<file path="src/rtl/sbmq_pkg.sv">
// Package with the types and codes of the shared-buffer multi-queue core.
`timescale 1ns / 1ps
package sbmq_pkg;

  localparam int DATA_IO_W = 32;
  localparam int QSEL_W    = 2;
  localparam int STATUS_W  = 2;

  localparam logic OP_ENQ = 1'b0;
  localparam logic OP_DEQ = 1'b1;

  localparam logic [STATUS_W-1:0] ST_DONE  = 2'd0;
  localparam logic [STATUS_W-1:0] ST_FULL  = 2'd1;
  localparam logic [STATUS_W-1:0] ST_EMPTY = 2'd2;

  localparam logic [DATA_IO_W-1:0] DATA_EMPTY = '1;
  localparam logic [DATA_IO_W-1:0] DATA_NONE  = '0;

  typedef enum logic [1:0] {
    S_IDLE,
    S_QRD,
    S_LNK
  } state_t;

endpackage

</file>
<file path="src/rtl/shared_buffer_multi_queue_core.sv">
// Top level: several FIFO queues sharing one linked entry store with a free list.
`timescale 1ns / 1ps
// Channel  | Ports                                        | Handshake
// ---------+----------------------------------------------+------------------------------
// input    | in_opcode, in_queue_select, in_data_in       | taken when start & !busy
// result   | out_status, out_data_out                     | out_valid strobe, one cycle
//
// Each item runs through the queue table read (registered memory), then the entry
// link/data read (registered memory), then the write-back and the result register.
// The result strobe shows in the cycle after the write-back, when busy is already low,
// so the next item may be taken in that same cycle; no item is taken while busy.
// Reset (rst_n, synchronous) needs no clearing pass.
// The receiver cannot stall: every item yields exactly one result strobe.
module shared_buffer_multi_queue_core #(
  parameter int NUM_ENTRIES = 16,
  parameter int NUM_QUEUES  = 4,
  parameter int DATA_WIDTH  = 32
) (
  input  logic                                   clk,
  input  logic                                   rst_n,
  input  logic                                   start,
  output logic                                   busy,
  input  logic                                   in_opcode,
  input  logic [sbmq_pkg::QSEL_W-1:0]            in_queue_select,
  input  logic signed [sbmq_pkg::DATA_IO_W-1:0]  in_data_in,
  output logic                                   out_valid,
  output logic [sbmq_pkg::STATUS_W-1:0]          out_status,
  output logic signed [sbmq_pkg::DATA_IO_W-1:0]  out_data_out
);
  import sbmq_pkg::*;

  // Pointer codes run 0..NUM_ENTRIES-1; the code NUM_ENTRIES means null.
  localparam int IW = $clog2(NUM_ENTRIES);
  localparam int PW = $clog2(NUM_ENTRIES + 1);
  localparam int QW = (NUM_QUEUES > 1) ? $clog2(NUM_QUEUES) : 1;
  localparam logic [PW-1:0] NULL_P = PW'(NUM_ENTRIES);

  typedef struct packed {
    logic [PW-1:0] head;
    logic [PW-1:0] tail;
  } qent_t;

  // Storage: queue table, entry links, entry data.
  qent_t                 qmem     [NUM_QUEUES];
  logic [PW-1:0]         link_mem [NUM_ENTRIES];
  logic [DATA_WIDTH-1:0] data_mem [NUM_ENTRIES];

  // Control state.
  state_t                state_r, state_nxt;
  logic [NUM_QUEUES-1:0] qvalid_r, qvalid_nxt;
  logic [PW-1:0]         free_head_r, free_head_nxt;
  logic [PW-1:0]         fill_r, fill_nxt;
  logic                  out_valid_r, out_valid_nxt;

  // Item and read-back registers.
  logic                  op_r;
  logic [QSEL_W-1:0]     qsel_r;
  logic [DATA_IO_W-1:0]  data_r;
  logic                  qok_r;
  logic                  qvld_r;
  qent_t                 qrd_r;
  logic [PW-1:0]         ent_addr_r;
  logic [PW-1:0]         link_rd_r;
  logic [DATA_WIDTH-1:0] data_rd_r;
  logic [STATUS_W-1:0]   out_status_r, out_status_nxt;
  logic [DATA_IO_W-1:0]  out_data_r, out_data_nxt;

  // Memory write controls.
  logic                  q_we;
  qent_t                 q_wdata;
  logic                  lnk_we;
  logic [PW-1:0]         lnk_waddr;
  logic [PW-1:0]         lnk_wdata;
  logic                  dat_we;

  logic                  accept;
  logic [QW-1:0]         q_idx_in;
  logic [QW-1:0]         q_idx;
  logic [PW-1:0]         head_cur;
  logic [PW-1:0]         tail_cur;
  logic                  head_ok;
  logic                  tail_ok;
  logic                  fh_ok;
  logic [PW-1:0]         ent_addr;
  logic [PW-1:0]         link_val;
  logic [PW-1:0]         deq_next;
  logic [DATA_WIDTH-1:0] wr_data;
  logic [DATA_IO_W-1:0]  deq_val;

  assign accept   = start && !busy;
  assign busy     = (state_r != S_IDLE);
  assign q_idx_in = QW'(in_queue_select);
  assign q_idx    = QW'(qsel_r);

  // The queue entry reads as empty until that queue is first written.
  assign head_cur = qvld_r ? qrd_r.head : NULL_P;
  assign tail_cur = qvld_r ? qrd_r.tail : NULL_P;
  assign head_ok  = (head_cur < NULL_P);
  assign tail_ok  = (tail_cur < NULL_P);
  assign fh_ok    = (free_head_r < NULL_P);

  // Dequeue follows the queue head, enqueue the free-list head.
  assign ent_addr = (op_r == OP_DEQ) ? head_cur : free_head_r;

  // Entries at or beyond the fill mark were never written and still chain to the next one.
  assign link_val = (ent_addr_r >= fill_r) ? (ent_addr_r + PW'(1)) : link_rd_r;
  // The tail's link is never kept up to date; the tail itself ends the queue.
  assign deq_next = (ent_addr_r == tail_cur) ? NULL_P : link_val;

  assign wr_data = DATA_WIDTH'(data_r);

  // Sign-extend narrow data; wide data keeps its low output bits.
  generate
    if (DATA_WIDTH >= DATA_IO_W) begin : g_wide
      assign deq_val = data_rd_r[DATA_IO_W-1:0];
    end else begin : g_narrow
      assign deq_val = DATA_IO_W'(signed'(data_rd_r));
    end
  endgenerate

  // Next state, memory writes and the result.
  always_comb begin
    state_nxt      = state_r;
    qvalid_nxt     = qvalid_r;
    free_head_nxt  = free_head_r;
    fill_nxt       = fill_r;
    out_valid_nxt  = 1'b0;
    out_status_nxt = out_status_r;
    out_data_nxt   = out_data_r;
    q_we           = 1'b0;
    q_wdata        = qrd_r;
    lnk_we         = 1'b0;
    lnk_waddr      = ent_addr_r;
    lnk_wdata      = NULL_P;
    dat_we         = 1'b0;
    case (state_r)
      S_IDLE: begin
        if (accept) begin
          state_nxt = S_QRD;
        end
      end
      S_QRD: begin
        state_nxt = S_LNK;
      end
      S_LNK: begin
        state_nxt     = S_IDLE;
        out_valid_nxt = 1'b1;
        if (op_r == OP_ENQ) begin
          out_data_nxt = DATA_NONE;
          if (qok_r && fh_ok) begin
            // Pop the free list, append the entry after the tail.
            out_status_nxt = ST_DONE;
            free_head_nxt  = link_val;
            if (ent_addr_r >= fill_r) begin
              fill_nxt = fill_r + PW'(1);
            end
            dat_we         = 1'b1;
            q_we           = 1'b1;
            qvalid_nxt[q_idx] = 1'b1;
            q_wdata.tail   = ent_addr_r;
            if (head_ok && tail_ok) begin
              q_wdata.head = head_cur;
              lnk_we       = 1'b1;
              lnk_waddr    = tail_cur;
              lnk_wdata    = ent_addr_r;
            end else begin
              q_wdata.head = ent_addr_r;
            end
          end else begin
            out_status_nxt = ST_FULL;
          end
        end else begin
          if (qok_r && head_ok) begin
            // Unlink the head and push it on the front of the free list.
            out_status_nxt    = ST_DONE;
            out_data_nxt      = deq_val;
            q_we              = 1'b1;
            qvalid_nxt[q_idx] = 1'b1;
            if (deq_next < NULL_P) begin
              q_wdata.head = deq_next;
              q_wdata.tail = tail_cur;
            end else begin
              q_wdata.head = NULL_P;
              q_wdata.tail = NULL_P;
            end
            lnk_we        = 1'b1;
            lnk_waddr     = ent_addr_r;
            lnk_wdata     = fh_ok ? free_head_r : NULL_P;
            free_head_nxt = ent_addr_r;
          end else begin
            out_status_nxt = ST_EMPTY;
            out_data_nxt   = DATA_EMPTY;
          end
        end
      end
      default: begin
        state_nxt = S_IDLE;
      end
    endcase
  end

  // Control registers.
  always_ff @(posedge clk) begin
    if (!rst_n) begin
      state_r     <= S_IDLE;
      qvalid_r    <= '0;
      free_head_r <= '0;
      fill_r      <= '0;
      out_valid_r <= 1'b0;
    end else begin
      state_r     <= state_nxt;
      qvalid_r    <= qvalid_nxt;
      free_head_r <= free_head_nxt;
      fill_r      <= fill_nxt;
      out_valid_r <= out_valid_nxt;
    end
  end

  // Hold the item, capture the queue-table read on accept.
  always_ff @(posedge clk) begin
    if (accept) begin
      op_r   <= in_opcode;
      qsel_r <= in_queue_select;
      data_r <= in_data_in;
      qok_r  <= (32'(in_queue_select) < NUM_QUEUES);
      qvld_r <= qvalid_r[q_idx_in];
      qrd_r  <= qmem[q_idx_in];
    end
    out_status_r <= out_status_nxt;
    out_data_r   <= out_data_nxt;
  end

  // Queue table write port.
  always_ff @(posedge clk) begin
    if (q_we) begin
      qmem[q_idx] <= q_wdata;
    end
  end

  // Entry stores: read in the queue-read cycle, written at the end of the item.
  always_ff @(posedge clk) begin
    if (state_r == S_QRD) begin
      ent_addr_r <= ent_addr;
      link_rd_r  <= link_mem[ent_addr[IW-1:0]];
      data_rd_r  <= data_mem[ent_addr[IW-1:0]];
    end
    if (lnk_we) begin
      link_mem[lnk_waddr[IW-1:0]] <= lnk_wdata;
    end
    if (dat_we) begin
      data_mem[ent_addr_r[IW-1:0]] <= wr_data;
    end
  end

  assign out_valid    = out_valid_r;
  assign out_status   = out_status_r;
  assign out_data_out = out_data_r;

endmodule

</file>
<file path="config.mk">
export PLATFORM = sky130hd
export DESIGN_NAME = shared_buffer_multi_queue_core
export DESIGN_NICKNAME = d
export VERILOG_FILES = /design/src/rtl/sbmq_pkg.sv /design/src/rtl/shared_buffer_multi_queue_core.sv
export SDC_FILE = /design/constraint.sdc
export NUM_CORES = 1
export LEC_CHECK = 0
export BUFFER_PORTS_ARGS = -buffer_cell sky130_fd_sc_hd__buf_2
export CELL_PAD_IN_SITES_DETAIL_PLACEMENT = 2
export CELL_PAD_IN_SITES_GLOBAL_PLACEMENT = 2
export CORE_ASPECT_RATIO = 0.8
export CORE_MARGIN = 1
export CORE_UTILIZATION = 41
export CTS_BUF_LIST = sky130_fd_sc_hd__clkbuf_16
export DETAILED_ROUTE_END_ITERATION = 8
export PLACE_DENSITY = 0.71
export SLEW_MARGIN = 0
export SYNTH_ARGS = -nofsm -noshare
export SYNTH_HDL_FRONTEND = slang
export SYNTH_SLANG_ARGS = --single-unit
</file>
<file path="constraint.sdc">
create_clock -name clk -period 4.2 [get_ports clk]
set_clock_uncertainty 0.05 [all_clocks]
set_input_delay 0.21 -clock clk [delete_from_list [all_inputs] [get_ports clk]]
set_output_delay 0.21 -clock clk [all_outputs]
set_load 0.005 [all_outputs]
</file>
==> metrics.txt <==
Finished Layout Cells between 3000 and 4000; Setup Viol. Count Final 0; Slew Limit Fails 0; Reg2Reg Capture Point data_rd_r[26]; # DRC 0; First DRT Iteration DRCs ~1700; RSZ-0062 raised after global routing false; clock network power share 0.426; area fraction in compound gates after synthesis 0.1089; PortBufs 73; area delta synth->final 15.42%; Rows 89; Lkg Pwr about 0.012 uW; most frequent cells after synthesis edfxtp_1, nand2_1, a31oi_1; min Tclk post-route approximately 3.5 ns; Most Used Layer, Global Route met2; R2R cell count 9; CTS tree built; WHS about 0.18 ns; Routed WL per cell approximately 31 microns; Synth Area in Adders 0.004097; post-synthesis mux area share 0.01057; most frequent cell after synthesis edfxtp_1; Worst-Margin Slew roughly 1.0 ns; met1 usage 0.3561; Switch Pwr 3727 uW; Cell Area, Synth slightly above 30000 sq um; yosys warns 0; hold wc startpoint start; Clock Path Buffers 3; Seq cells post-synth slightly below 800; Skew-Pair Late Insertion Delay 0.63 ns; syn_nets 2128; final instance area 35250 sq um; largest net degree at the start of global routing between 100 and 150; Die Y approximately 250 microns; Main synth FF type edfxtp_1; Post-CTS Setup Repair Bufs 0; status finished clean; layout net count 2225; die width between 300 and 400 microns; final wirelength between 90000 and 100000 microns; layout cell share with drive strength beyond 1 0.1315; final hold vios 0; WP data required 4.52 ns; Distinct cells, synth between 50 and 60; Setup TNS Final 0 ns; final antenna-violating net count 0; clock sink count 771; Hold WC Path Type primary input to flip-flop; launch point of the worst reg-to-reg path op_r; xor/xnor share of the synthesized area 0.002868; relative slew slack 0.2994; Pre-Repair DR Iteration Count 5; hold endpoint qrd_r[9]; Reg power frac 0.525; IO Pins 74; routability cong. approximately 0.8; Die Area approximately 76000 sq um; Post-DP HPWL between 50000 and 60000 microns; Sw Ratio 0.2252; first-pass GRT wire length between 100000 and 150000 microns; Post-Syn Area per Cell around 15 sq um; GRT Overall Usage 0.2667; DR vias around 20000; Pwr Total approximately 17000 uW; post-synth top area share 0.7414; hold depth 4; met3 usage 0.04654; Starting Density 0.4143; Max Clock Freq a little under 300 MHz; pwr/cell area approximately 470 nW/um^2; TritonCTS buffer count 79; Yosys top cell by area edfxtp_1; Placed Cells a little over 3000; core area 73720 sq um; CTS clk-pin slew, worst paths 0.06 ns; number of enable flip-flop cells after synthesis 754; vias in the first global route around 21000; Setup CP Type flip-flop to flip-flop; largest family of logic cells by synthesized area compound AO/OA/AOI/OAI gates; peak supply drop 0.0003808 V; r2r setup slk ~0.74 ns; Crit Path Max Fanout slightly below 70; Max-cap violations 0; H-tree lvl count 3; GR Layer Usage met2 0.4442; crit end category flip-flop; post-synthesis sequential area ratio 0.7526; period utilisation layout 0.8239; Logic pwr share 0.049; GRT overflow 0; antenna violations before repair 6; top area cells in the synthesized netlist edfxtp_1, nand2_1, a211oi_1; Simple-Gate Fraction of Synth Area 0.09444; Vias per Instance approximately 6; CTS Root Cell clkbuf_16; synthesized instance count about 2100; Startpoint Class flip-flop; Post-DP Area 32370 sq um; asr flop ratio synth 0; Worst EP arrival between 3 and 4 ns; internal power 12820 uW
==> sequential cells by signal, indices dropped and copies added, names as in the netlist <==
name / cells
data_mem: 512
link_mem: 80
qmem: 40
data_r: 32
data_rd_r: 32
out_data_out: 32
qrd_r: 10
ent_addr_r: 5
fill_r: 5
free_head_r: 5
link_rd_r: 5
qvalid_r: 4
out_status: 2
q_idx: 2
state_r: 2
op_r: 1
out_valid: 1
qvld_r: 1
==> layout by cell type (no fill, tap or decap), types with 36 or more instances in the layout <==
master         count
edfxtp_1         754
nand2_1          360
a31oi_1          154
and3_1           149
a211oi_1         149
a22oi_1           85
clkbuf_16         82
buf_2             73
buf_4             45
inv_1             43
o21a_1            39
dlygate4sd3_1     36
==> what timing repair did <==
action | CTS | global route
endpoints found under the setup margin | 0 | 0
resized for setup | 0 | 0
hold buffers | 36 | 0
hold endpoints to repair | 52 | 0
==> per-layer routing <==
layer  share of wire  vias to the layer above  wire, microns
met2            0.49                      656          48480
li1                -                     8247              -
met5         0.00022                        -             22
met3           0.058                      176           5822
met4           0.029                        4           2860
met1            0.43                    10460          42760
==> worst max path at each step <==
stage                                  to  slack [ns]  cells after the start   start
after global placement    link_mem[11][1]        0.91                      6  qvld_r
after detailed placement  link_mem[13][1]        0.81                      6  qvld_r
after global routing       link_mem[8][0]        0.58                      6  qvld_r
final                       data_rd_r[26]        0.74                      9    op_r
after floorplan            data_mem[0][0]        0.18                      5    op_r
after CTS                 link_mem[11][2]        0.79                      6  qvld_r
==> worst max-delay path, cell delays in order (launching register included) <==
cell and delay, ns:
edfxtp_1 0.83, buf_4 0.41, nand2b_4 0.20, and2_4 0.32, inv_8 0.17, buf_12 0.27
a211oi_1 0.39, a31oi_1 0.10, a22oi_1 0.24, nand2_1 0.09
==> per-stage QoR <==
stage | worst slack, ns | util
after floorplan | 0.1760 | -
final | 0.7398 | 0.4781
after detailed placement | 0.8111 | 0.4391
after global routing | 0.5756 | 0.4781
after global placement | 0.9104 | 0.4391
after CTS | 0.7880 | 0.4781
==> power by group through the flow <==
stage	clock, uW	sequential (uW)	combinational, uW
6_report	7060	8690	803
5_1_grt	7400	8700	854
4_1_cts	7180	8690	801
3_5_place_dp	0	8850	762
3_3_place_gp	0	8830	725
2_1_floorplan	0	8770	460
==> kinds of logic (layout without fill, tap and decap cells) <==
group / Yosys count / in the layout
multiplexers: 18 / 18
adder cells (fa/ha/maj): 10 / 10
other: 0 / 1
flip-flops: 771 / 771
XOR/XNOR: 10 / 10
buffers and inverters: 179 / 334
AND/OR/NAND/NOR: 624 / 624
AO/OA/AOI/OAI: 468 / 468
==> cell type report <==
type,count,area [sq um]
Inverter,21,86.33
Antenna cell,1,2.502
Multi-Input combinational cell,1130,6947
Timing Repair Buffer,174,1464
Sequential cell,771,22980
Fill cell,6927,38470
Clock inverter,57,461.7
Tap cell,1001,1252
Clock buffer,82,2052
No activity file was read; power rests on OpenSTA's default activity.
